File: config.mk
export PLATFORM = sky130hd
export DESIGN_NAME = salc_set_update
export DESIGN_NICKNAME = d
export VERILOG_FILES = /design/src/rtl/core/salc_pkg.sv /design/src/rtl/core/salc_set_update.sv
export SDC_FILE = /design/constraint.sdc
export NUM_CORES = 1
export LEC_CHECK = 0
export ABC_AREA = 1
export BUFFER_PORTS_ARGS = -buffer_cell sky130_fd_sc_hd__buf_2
export CELL_PAD_IN_SITES_DETAIL_PLACEMENT = 1
export CELL_PAD_IN_SITES_GLOBAL_PLACEMENT = 2
export CORE_AREA = 2 2 343 345
export DETAILED_ROUTE_END_ITERATION = 12
export DIE_AREA = 0 0 345 347
export GPL_TIMING_DRIVEN = 0
export PLACE_DENSITY = 0.59
export RECOVER_POWER = 50
export SYNTH_ARGS = -nofsm -noshare
export SYNTH_HDL_FRONTEND = slang
export SYNTH_SLANG_ARGS = --single-unit
File: constraint.sdc
create_clock -name vclk -period 25.2
set_clock_uncertainty 0.05 [all_clocks]
set_input_delay 7.56 -clock vclk [all_inputs]
set_output_delay 7.56 -clock vclk [all_outputs]
set_load 0.1 [all_outputs]
File: src/rtl/core/salc_pkg.sv
package salc_pkg;

  // Defaults for the top-level parameters.
  localparam int MAX_SET_BITS_DEF = 6;
  localparam int MAX_WAYS_DEF     = 8;
  localparam int ADDR_WIDTH_DEF   = 48;

  // Fixed field widths.
  localparam int ADDR_FIELD_W = 48;
  localparam int CNT_W        = 32;
  localparam int SET_BITS_W   = 3;
  localparam int BLOCK_BITS_W = 5;
  localparam int WAYS_W       = 4;
  localparam int CFG_DATA_W   = 5;
  localparam int CFG_IDX_W    = 2;

  // Register reset values.
  localparam logic [SET_BITS_W-1:0]   SET_BITS_RST   = 3'd0;
  localparam logic [BLOCK_BITS_W-1:0] BLOCK_BITS_RST = 5'd4;
  localparam logic [WAYS_W-1:0]       WAYS_RST       = 4'd1;

  typedef enum logic [CFG_IDX_W-1:0] {
    CFG_SET_BITS   = 2'd0,
    CFG_BLOCK_BITS = 2'd1,
    CFG_WAYS       = 2'd2
  } cfg_idx_e;

  typedef enum logic [1:0] {
    ACT_LOAD   = 2'd0,
    ACT_STORE  = 2'd1,
    ACT_MODIFY = 2'd2
  } action_e;

  typedef struct packed {
    logic [1:0]              action;
    logic [ADDR_FIELD_W-1:0] address;
  } req_t;

  typedef struct packed {
    logic [1:0]       hits_added;
    logic             was_miss;
    logic             was_eviction;
    logic [CNT_W-1:0] hit_total;
    logic [CNT_W-1:0] miss_total;
    logic [CNT_W-1:0] eviction_total;
  } rsp_t;

  // Status of one set update.
  typedef struct packed {
    logic update;
    logic hit;
    logic miss;
    logic evict;
    logic modify;
  } lookup_t;

endpackage

File: src/rtl/core/salc_set_update.sv
// Tag match, fill/victim choice and LRU rank update for one set row.
module salc_set_update #(
  parameter int MAX_WAYS = salc_pkg::MAX_WAYS_DEF,
  parameter int TAG_W    = salc_pkg::ADDR_FIELD_W,
  parameter int RANK_W   = (MAX_WAYS > 1) ? $clog2(MAX_WAYS) : 1,
  parameter int WCNT_W   = $clog2(MAX_WAYS + 1)
) (
  input  logic [1:0]                       action,
  input  logic [WCNT_W-1:0]                ways,
  input  logic [TAG_W-1:0]                 tag_in,
  input  logic [MAX_WAYS-1:0]              valid_i,
  input  logic [MAX_WAYS-1:0][RANK_W-1:0]  rank_i,
  input  logic [MAX_WAYS-1:0][TAG_W-1:0]   tag_i,
  output logic [MAX_WAYS-1:0]              valid_o,
  output logic [MAX_WAYS-1:0][RANK_W-1:0]  rank_o,
  output logic [MAX_WAYS-1:0][TAG_W-1:0]   tag_o,
  output salc_pkg::lookup_t                status
);

  localparam int WAY_W = (MAX_WAYS > 1) ? $clog2(MAX_WAYS) : 1;

  logic [MAX_WAYS-1:0] in_use;
  logic [MAX_WAYS-1:0] hit_vec;
  logic [MAX_WAYS-1:0] free_vec;
  logic                found;
  logic                has_free;
  logic [WAY_W-1:0]    hit_way;
  logic [WAY_W-1:0]    free_way;
  logic [WAY_W-1:0]    vic_way;
  logic [RANK_W-1:0]   best;
  logic [WAY_W-1:0]    way_sel;
  logic [RANK_W:0]     old_rank;
  logic                update;

  assign update = (action == salc_pkg::ACT_LOAD) || (action == salc_pkg::ACT_STORE) ||
                  (action == salc_pkg::ACT_MODIFY);

  always_comb begin
    for (int w = 0; w < MAX_WAYS; w++) begin
      in_use[w]   = (WCNT_W'(w) < ways);
      hit_vec[w]  = in_use[w] && valid_i[w] && (tag_i[w] == tag_in);
      free_vec[w] = in_use[w] && !valid_i[w];
    end
  end

  // First matching way, first free way, first way with the oldest rank.
  always_comb begin
    found    = 1'b0;
    has_free = 1'b0;
    hit_way  = '0;
    free_way = '0;
    vic_way  = '0;
    best     = '0;
    for (int w = 0; w < MAX_WAYS; w++) begin
      if (hit_vec[w] && !found) begin
        found   = 1'b1;
        hit_way = WAY_W'(w);
      end
      if (free_vec[w] && !has_free) begin
        has_free = 1'b1;
        free_way = WAY_W'(w);
      end
      if (in_use[w] && (rank_i[w] > best)) begin
        best    = rank_i[w];
        vic_way = WAY_W'(w);
      end
    end
  end

  assign way_sel  = found ? hit_way : (has_free ? free_way : vic_way);
  assign old_rank = valid_i[way_sel] ? {1'b0, rank_i[way_sel]} : (RANK_W+1)'(MAX_WAYS);

  // A modify's second touch hits a rank-0 line and changes nothing.
  always_comb begin
    valid_o = valid_i;
    rank_o  = rank_i;
    tag_o   = tag_i;
    if (update) begin
      for (int w = 0; w < MAX_WAYS; w++) begin
        if (in_use[w] && valid_i[w] && (WAY_W'(w) != way_sel) &&
            ({1'b0, rank_i[w]} < old_rank) && (rank_i[w] != RANK_W'(MAX_WAYS - 1))) begin
          rank_o[w] = rank_i[w] + 1'b1;
        end
      end
      rank_o[way_sel]  = '0;
      valid_o[way_sel] = 1'b1;
      tag_o[way_sel]   = tag_in;
    end
  end

  assign status.update = update;
  assign status.hit    = update && found;
  assign status.miss   = update && !found;
  assign status.evict  = update && !found && !has_free;
  assign status.modify = (action == salc_pkg::ACT_MODIFY);

endmodule

* Yosys cells after proc, flatten, opt, wreduce, memory -nomap -nowiden
Index checks and enable logic that the tools add are counted. W data, S select, Z words.
Storage, ports and cells: register bits 0, word-level logic and storage cells 241, output and inout bits 421, input port bits 470
Cells by class: bitwise gates (word level) 3, $add $sub $neg 8, order comparisons 26, reductions and logical operators 102, muxes and demuxes 77, equal/unequal tests 25
Operator list (count):
- $bwmux W384 | 1
- $eq A48 B48 Y1 | 8
- $mux W384 | 1
- $demux W48 S3 | 1
- $mux W3 | 45
- $logic_and A1 B1 Y1 | 74
- $mux W48 | 1
- $lt A3 B4 Y1 | 8
- $add A3 B1 Y3 const B | 8
- $and A24 B24 Y24 | 1
- $logic_not A1 Y1 | 24
- $mux W24 | 1
- $ne A3 B3 Y1 const B | 8
- $not A24 Y24 | 1
- $gt A3 B3 Y1 | 7
- $mux W1 | 21
- $lt A3 B4 Y1 const A | 4
- $ne A3 B3 Y1 const A | 4
- $bmux W3 S3 | 1
- $demux W3 S3 | 1
- $lt A1 B4 Y1 const A | 2
- $lt A2 B4 Y1 const A | 2
- $mux W8 | 1
- $or A8 B8 Y8 | 1
- other kinds (13) | 15

* Logic depth before layout (Yosys ltp)
Gate-level depths: netlist (run 1).
word-level depth 36, depth in mapped cells 79, mapped depth without buffers 78

* Worst setup path before layout (run 1)
OpenSTA, ideal clock, no wires.
path type in2out, from input port rank_i[0] (netlist name), to output port rank_o[12] (netlist name), data required time 17.590 ns, path slack 0.258 ns, stages on the path 70, data arrival time 17.332 ns, buffers on the path 1, cells stage by stage inv_1 > ha_1 > nand2_1 > nand2_1 > nor2_1 > inv_1 > ha_1 > nand3_1 > nand2_1 > nand2_4 > o21ai_0 > ha_1 > o21ai_0 > nand3_2 > nand3_4 > nand2_4 > o21ai_0 > ha_1 > [... 34 more ...] > nand2_1 > nand2_2 > nand2_1 > inv_2 > nand3_1 > nand2_1 > inv_2 > nand2_4 > buf_2 > nand3_1 > ha_1 > nand2_1 > nand2_1 > nand2_2 > nand4_1 > nand2_1 > nand2_1 > nor2_1
RTL lines:
- from (decl) | RTL line salc_set_update.sv:12 | input logic [MAX_WAYS-1:0][RANK_W-1:0] rank_i,
- to (decl) | RTL line salc_set_update.sv:15 | output logic [MAX_WAYS-1:0][RANK_W-1:0] rank_o,

==> summary.txt, run 1 <==
Status
  – Status: finished with violations
  – Failing checks: capacitance limit, slew limit

Finish
  – Non-filler cells, final: 5163
  – Post-route cell area: ~0.022 mm2
  – Seq. cell area: 0 um2
  – Final nets: about 4100
  – Area delta synth->final: 50.82%
  – Layout cells sized above 1: between 30% and 40%
  – FFs & Latches: 0
  – Fin util: 18.72%
  – Clkbuf count: 0

Timing
  – Tightest Pin Transition: roughly 1800 ps
  – Shortest period the worst path allows: around 25000 ps
  – # setup viols final: 0
  – Fin. Hold Viols: 0
  – Max Clk Rate: about 0.040 GHz
  – Slew HR: -20.55%
  – Final Cycle Share: a little over nine tenths
  – Max-slew violation count: 33

Critical path
  – Critical path class: primary input to output pin
  – Critical Path Fanout Max: 10
  – Most used cell, CP: nand2_1
  – Slowest cell on crit path: buf_2
  – Worst path required time: around 18000 ps
  – Max incr delay on CP: approximately 530 ps
  – Buffer and inverter count on the worst path: 12
  – Crit-path leading delay family: simple AND/OR/NAND/NOR gates
  – Startpoint Class: primary input
  – Crit path arrival time: 17210 ps
  – CP Capture Type: output pin

Logic synthesis
  – Yosys top cell by area: nand2_1
  – Net Count, Synth: roughly 3200
  – Synth top area share: 17.53%
  – Mapped Area: approximately 0.014 mm2
  – Unique masters post-synth: 50
  – Post-Syn Instances: 2731
  – Syn Area/Cell: around 5.3 um2
  – Main area contributors after synthesis: nand2_1, o21ai_0, xor2_1
  – Yosys warns: 0
  – Sequential area share after synthesis: 0%

Global route
  – Largest net degree at the start of global routing: 11
  – Total gr overflow: 0
  – Vias in the first global route: ~25000
  – Global-route wire length before repair: approximately 250 mm
  – Tot GR Track Use: a little under a third
  – Initial antenna violation count: between 60 and 70

Die
  – Die Wd: approximately 350 um
  – Core box area: 0.1157 mm2
  – Chip Height: roughly 350 um
  – Initial core utilization: around 12%
  – # IOs: about 900
  – # rows: 125
  – Die area: between 0.1 and 0.15 mm2

Drt
  – Detail Route Antenna Nets: 0
  – Drt total wl: between 150 and 200 mm
  – DR WL/cell: ~38 um
  – Drt pass-1 iters: 6
  – Via density per instance: ~4.8
  – Routed vias: 25035
  – 1st-iter DRT viols: 2084
  – DRC: 0

Placement
  – Placed cell count: between 5000 and 6000
  – Routability Congestion: approximately 0.96
  – Dpl hpwl: 159.5 mm
  – DP Area: ~0.021 mm2
  – Port Buffers: approximately 850

Min path
  – Worst hold-check path type: primary input to output pin

Job
  – Max_cap viols: 4
## logic make-up (layout without fill, tap and decap cells)
logic type	count (synthesis)	after routing	share of synthesized area, %
other cells	0	37	0
buf+inv	486	1357	13.32
mux	35	35	2.439
compound gates	419	419	15.18
fa+ha+maj	46	46	4.006
simple gates	1446	1446	46.83
xor+xnor	299	299	18.23
## final timing paths
path,startpoint,end,slack (ps),cells after the start
worst max-delay path,rank_i[0],tag_o[172],380,66
worst min-delay path,rank_i[23],rank_o[23],15570,4
## cells in the mapped netlist, drive strengths merged
cell type / instances
mux2i: 35
a21oi: 10
clkinv: 3
xnor2: 133
xor2: 166
nand2: 702
o21ai: 384
a22oi: 1
o31ai: 4
o41ai: 1
or3: 2
a21boi: 1
o311ai: 1
o211ai: 1
nand3: 131
or2: 45
nor4b: 11
nor3b: 7
clkbuf: 97
inv: 335
nor2: 246
nor4: 96
a211oi: 2
a31oi: 2
or4: 4
o22ai: 7
ha: 46
a2111oi: 1
o2111ai: 4
buf: 51
and3: 7
nor3: 60
nand4: 121
nand3b: 14
## cells in the final DEF, fill, tap and decap left out, types with 35 or more instances in the layout
master / instances
xor2_1: 166
nor4_1: 93
clkbuf_2: 249
nor2_1: 226
nand2_1: 660
inv_1: 314
nand4_1: 121
clkbuf_1: 55
xnor2_1: 133
mux2i_1: 35
or2_2: 44
o21ai_0: 284
diode_2: 37
nor3_1: 60
buf_2: 654
nand3_1: 119
o21ai_1: 88
## metrics by stage
stage	hold slack (ps)	setup slack (ps)	TNS, ps
detailed placement	15480	-1875	-281440
global route	15590	-86.64	-766.8
floorplan	15410	257.6	0
CTS	15480	9.772	0
global placement	15480	-1795	-239310
finish	15570	383.0	0
## cell type report
cell class | instances | area, um2
Inverter | 338 | 1276
Fill cell | 15046 | 94070
Timing Repair Buffer | 871 | 4837
Antenna cell | 37 | 92.59
Multi-Input combinational cell | 2245 | 12840
Tap cell | 1524 | 1907
Buffer | 148 | 716.9
## per-layer routing
metal / vias to the layer above / wire (um) / track usage (%)
li1: 10784 / - / -
met1: 12468 / 82160 / 39.25
met2: 1464 / 90270 / 51.34
met3: 287 / 15820 / 7.200
met4: 32 / 8157 / 11.82
met5: - / 217 / 0
## repair_timing
| item | CTS | global route |
|---|---|---|
| hold buffers | 0 | 0 |
| setup buffers | 3 | 12 |
| gates resized for setup | 68 | 100 |
| pin swaps | 4 | 10 |
| endpoints found under the hold margin | 0 | 0 |
| endpoints found under the setup margin | 416 | 411 |
==> inputs of run 2 (changes only) <==
- CELL_PAD_IN_SITES_DETAIL_PLACEMENT: 1 -> default
- CELL_PAD_IN_SITES_GLOBAL_PLACEMENT: 2 -> default
- CORE_AREA: 2 2 343 345 -> 2 2 345 347
- DIE_AREA: 0 0 345 347 -> 0 0 347 349
- PLACE_DENSITY: 0.59 -> 0.34
- clock period: 25.2 -> 31.2 ns (I/O delays scaled with it)
==> summary.txt, run 2 (synthesis gave the netlist of run 1 again) <==
Status
  – Status: finished with violations
  – Failing checks: capacitance limit, slew limit

Drt
  – 1st-iter DRT viols: just over 3000
  – Routed vias: around 25000
  – DR WL/cell: roughly 39 um
  – Drt pass-1 iters: 6
  – Drt total wl: roughly 200 mm
  – DRC: 0
  – Via density per instance: between 4 and 5
  – Detail Route Antenna Nets: 0

Critical path
  – Startpoint Class: primary input
  – Crit path arrival time: between 20000 and 25000 ps
  – CP Capture Type: output pin
  – Critical Path Fanout Max: 10
  – Slowest cell on crit path: o21ai_0
  – Critical path class: primary input to output pin
  – Most used cell, CP: o21ai_0
  – Max incr delay on CP: just over 1000 ps
  – Worst path required time: about 22000 ps

Finish
  – Most frequent cells in the layout: buf_2, nand2_1, inv_1, o21ai_0, clkbuf_1
  – Clkbuf count: 0
  – Layout cells sized above 1: 24.25%
  – Commonest non-fill, non-tap cell in the layout: buf_2
  – Seq. cell area: 0 um2
  – Multi-input gate area: about 0.012 mm2
  – Fill cells: 14282
  – Area delta synth->final: 44.14%
  – FFs & Latches: 0
  – Non-filler cells, final: around 5200
  – Final nets: slightly above 4000

Clocking
  – Hold buffers post-CTS: 0

Die
  – Die Wd: 347 um
  – Chip Height: ~350 um
  – # rows: between 100 and 150
  – Core box area: 0.1175 mm2
  – Die area: between 0.1 and 0.15 mm2
  – # IOs: 891
  – Initial core utilization: 12.23%

Timing
  – Fin. Hold Viols: 0
  – Max Clk Rate: between 0.03 and 0.04 GHz
  – Max-slew violation count: 34
  – Shortest period the worst path allows: 30420 ps
  – RSZ-0062 raised after global routing: no
  – Final Cycle Share: between 90% and 100%
  – Setup TNS: 0 ps
  – Tightest Pin Transition: about 2000 ps
  – Slew HR: -36.60%
  – # setup viols final: 0
  – Worst Hold Slack: about 19000 ps

Global route
  – Largest net degree at the start of global routing: 11
  – Total gr overflow: 0
  – Initial antenna violation count: 80
  – Vias in the first global route: 24030
  – Global-route wire length before repair: 247.1 mm
  – Tot GR Track Use: a little under a third

Placement
  – Dpl hpwl: 163.0 mm
  – Placed cell count: slightly above 5000
  – Port Buffers: between 800 and 900
  – Routability Congestion: approximately 0.98

Min path
  – Worst hold-check path type: primary input to output pin

Job
  – Max_cap viols: 6
==> run 2: metrics by stage <==
| stage | instance area (um2) | util (%) | worst slack, ps |
|---|---|---|---|
| 6_report | 20710 | 17.63 | 781.9 |
| 5_1_grt | 20660 | 17.59 | 93.09 |
| 4_1_cts | 20890 | 17.78 | 451.6 |
| 3_5_place_dp | 20890 | 17.78 | 479.3 |
| 3_3_place_gp | 20520 | 17.47 | 455.3 |
| 2_1_floorplan | 14370 | - | 2658 |
==> run 2: final timing paths <==
path | startpoint | end | slack [ps] | cells after the start
worst max-delay path | rank_i[0] | tag_o[58] | 780 | 59
worst min-delay path | tag_i[126] | tag_o[126] | 19200 | 4
==> run 2: routing by layer <==
layer | vias to the layer above | part of all wire [%] | global-route usage (%)
met3 | 366 | 9.6 | 8.979
met5 | - | 0.21 | 0
li1 | 10741 | - | -
met2 | 1677 | 44 | 49.13
met1 | 12492 | 42 | 39.26
met4 | 62 | 5.0 | 12.34
==> run 2: critical path, delay by kind of cell <==
kind / cells / cell delay (ps)
AOI/OAI and AO/OA: 15 / 4260
and+or+nand+nor: 29 / 3340
adders and majority gates: 8 / 2410
buffers and inverters: 7 / 1590
==> run 2: cell type report <==
| cell class | count | area share, % |
|---|---|---|
| multi-input cells | 2245 | 60.24 |
| diodes | 26 | 0.3142 |
| inverters | 338 | 6.145 |
| well taps | 1536 | 9.281 |
| repair buffers | 858 | 20.70 |
| plain buffers | 147 | 3.317 |
==> run 2: timing repair <==
action | in CTS | in global routing
resized for setup | 0 | 4
buffers inserted | 0 | 0
endpoints found under the setup margin | 0 | 24
==> inputs of run 3 (changes only) <==
- CORE_AREA: 2 2 345 347 -> 2 2 352 354
- DIE_AREA: 0 0 347 349 -> 0 0 354 356
- GPL_TIMING_DRIVEN: 0 -> default
- PLACE_DENSITY: 0.34 -> 0.33
==> summary.txt, run 3 (synthesis gave the netlist of run 1 again) <==
Die
  – Core box area: 0.1227 mm2
  – Chip Height: 356 um
  – Initial core utilization: between 10% and 20%
  – Die area: between 0.1 and 0.15 mm2
  – Die Wd: roughly 350 um
  – # IOs: 891
  – # rows: 129

Min path
  – Worst hold-check path type: primary input to output pin

Placement
  – Port Buffers: 891
  – Routability Congestion: ~0.95
  – Minimum setup slack after placement: 1156 ps
  – Dpl hpwl: 157.5 mm

Timing
  – Slew HR: -22.83%
  – Max Clk Rate: about 0.033 GHz
  – Shortest period the worst path allows: about 30000 ps
  – Max-slew violation count: approximately 170
  – RSZ-0062 raised after global routing: no
  – Worst setup margin: around 1100 ps
  – # setup viols final: 0
  – Final Cycle Share: 96.55%
  – Fin. Hold Viols: 0
  – Tightest Pin Transition: between 1500 and 2000 ps
  – Setup TNS: 0 ps

Clocking
  – Hold buffers post-CTS: 0
  – Post-CTS setup buffers: 0
  – Resized Gates After CTS: 0

Finish
  – Most frequent cells in the layout: buf_2, nand2_1, inv_1, o21ai_0, nor2_1
  – Fill cells: ~15000
  – Commonest non-fill, non-tap cell in the layout: buf_2
  – Seq. cell area: 0 um2
  – Fin util: 17.03%
  – Clkbuf count: 0
  – Layout cells sized above 1: between 20% and 30%
  – Area delta synth->final: 45.39%
  – Final nets: 4094
  – FFs & Latches: 0

Drt
  – Drt total wl: approximately 190 mm
  – Routed vias: 24308
  – Drt pass-1 iters: 8
  – 1st-iter DRT viols: 2622
  – Detail Route Antenna Nets: 0
  – Via density per instance: between 4 and 5
  – DRC: 0
  – DR WL/cell: 36.42 um

Critical path
  – Max incr delay on CP: between 500 and 600 ps
  – Crit path arrival time: roughly 21000 ps
  – Startpoint Class: primary input
  – Worst path required time: roughly 22000 ps
  – Slowest cell on crit path: nand3_1
  – CP Capture Type: output pin
  – Critical Path Fanout Max: 19
  – Most used cell, CP: nand2_1
  – Critical path class: primary input to output pin

Status
  – Failing checks: capacitance limit, slew limit
  – Status: finished with violations

Global route
  – Initial antenna violation count: 98
  – Tot GR Track Use: 28.67%
  – Global-route wire length before repair: about 240 mm
  – Total gr overflow: 0
  – Largest net degree at the start of global routing: 64
  – Vias in the first global route: about 23000

Job
  – Max_cap viols: 7
## run 3: changes by cell type in the layout (fill, tap and decap cells not counted), moves of 2 or more
cell      change
clkbuf_1    -123
buf_4        +88
buf_2        +19
clkbuf_2     +18
buf_16        -7
buf_12        -5
clkinv_1      +4
inv_1         -3
diode_2       +2
nand2_1       -2
nand2_2       +2
nand3_1       +2
## run 3: critical path: cells and delay by family
| kind | cells | cell delay [ps] |
|---|---|---|
| compound gates | 13 | 2610 |
| fa+ha+maj | 9 | 2900 |
| simple gates | 40 | 4750 |
| buf+inv | 9 | 1100 |
## run 3: metrics by stage
| step | hold WS, ps | std cells | cell area, um2 |
|---|---|---|---|
| 4_1_cts | 19100 | 5213 | 21030 |
| 2_1_floorplan | 19010 | 2731 | 14370 |
| 3_3_place_gp | 19090 | 5213 | 21030 |
| 6_report | 19180 | 5241 | 20890 |
| 5_1_grt | 19190 | 5220 | 20840 |
| 3_5_place_dp | 19090 | 5213 | 21030 |
## run 3: final cells by class
| type | count | area [um2] | share of cell area (%) |
|---|---|---|---|
| antenna | 28 | 70.07 | 0.3355 |
| timing repair buffer | 993 | 5035 | 24.10 |
| inverter | 338 | 1272 | 6.092 |
| tap | 1637 | 2048 | 9.806 |
| multi-input combinational | 2245 | 12460 | 59.66 |
## run 3: path summary, 6_finish.rpt
kind | cells past startpoint | to | slack [ps] | from
max | 71 | rank_o[6] | 1080 | rank_i[0]
min | 4 | tag_o[357] | 19180 | tag_i[357]
## run 3: layer usage
layer	wire (um)	vias to the layer above	GRT usage (%)
met5	278	-	0
met4	8694	44	10.44
li1	-	10718	-
met2	83290	1473	45.32
met1	83010	11787	38.18
met3	15610	286	6.028
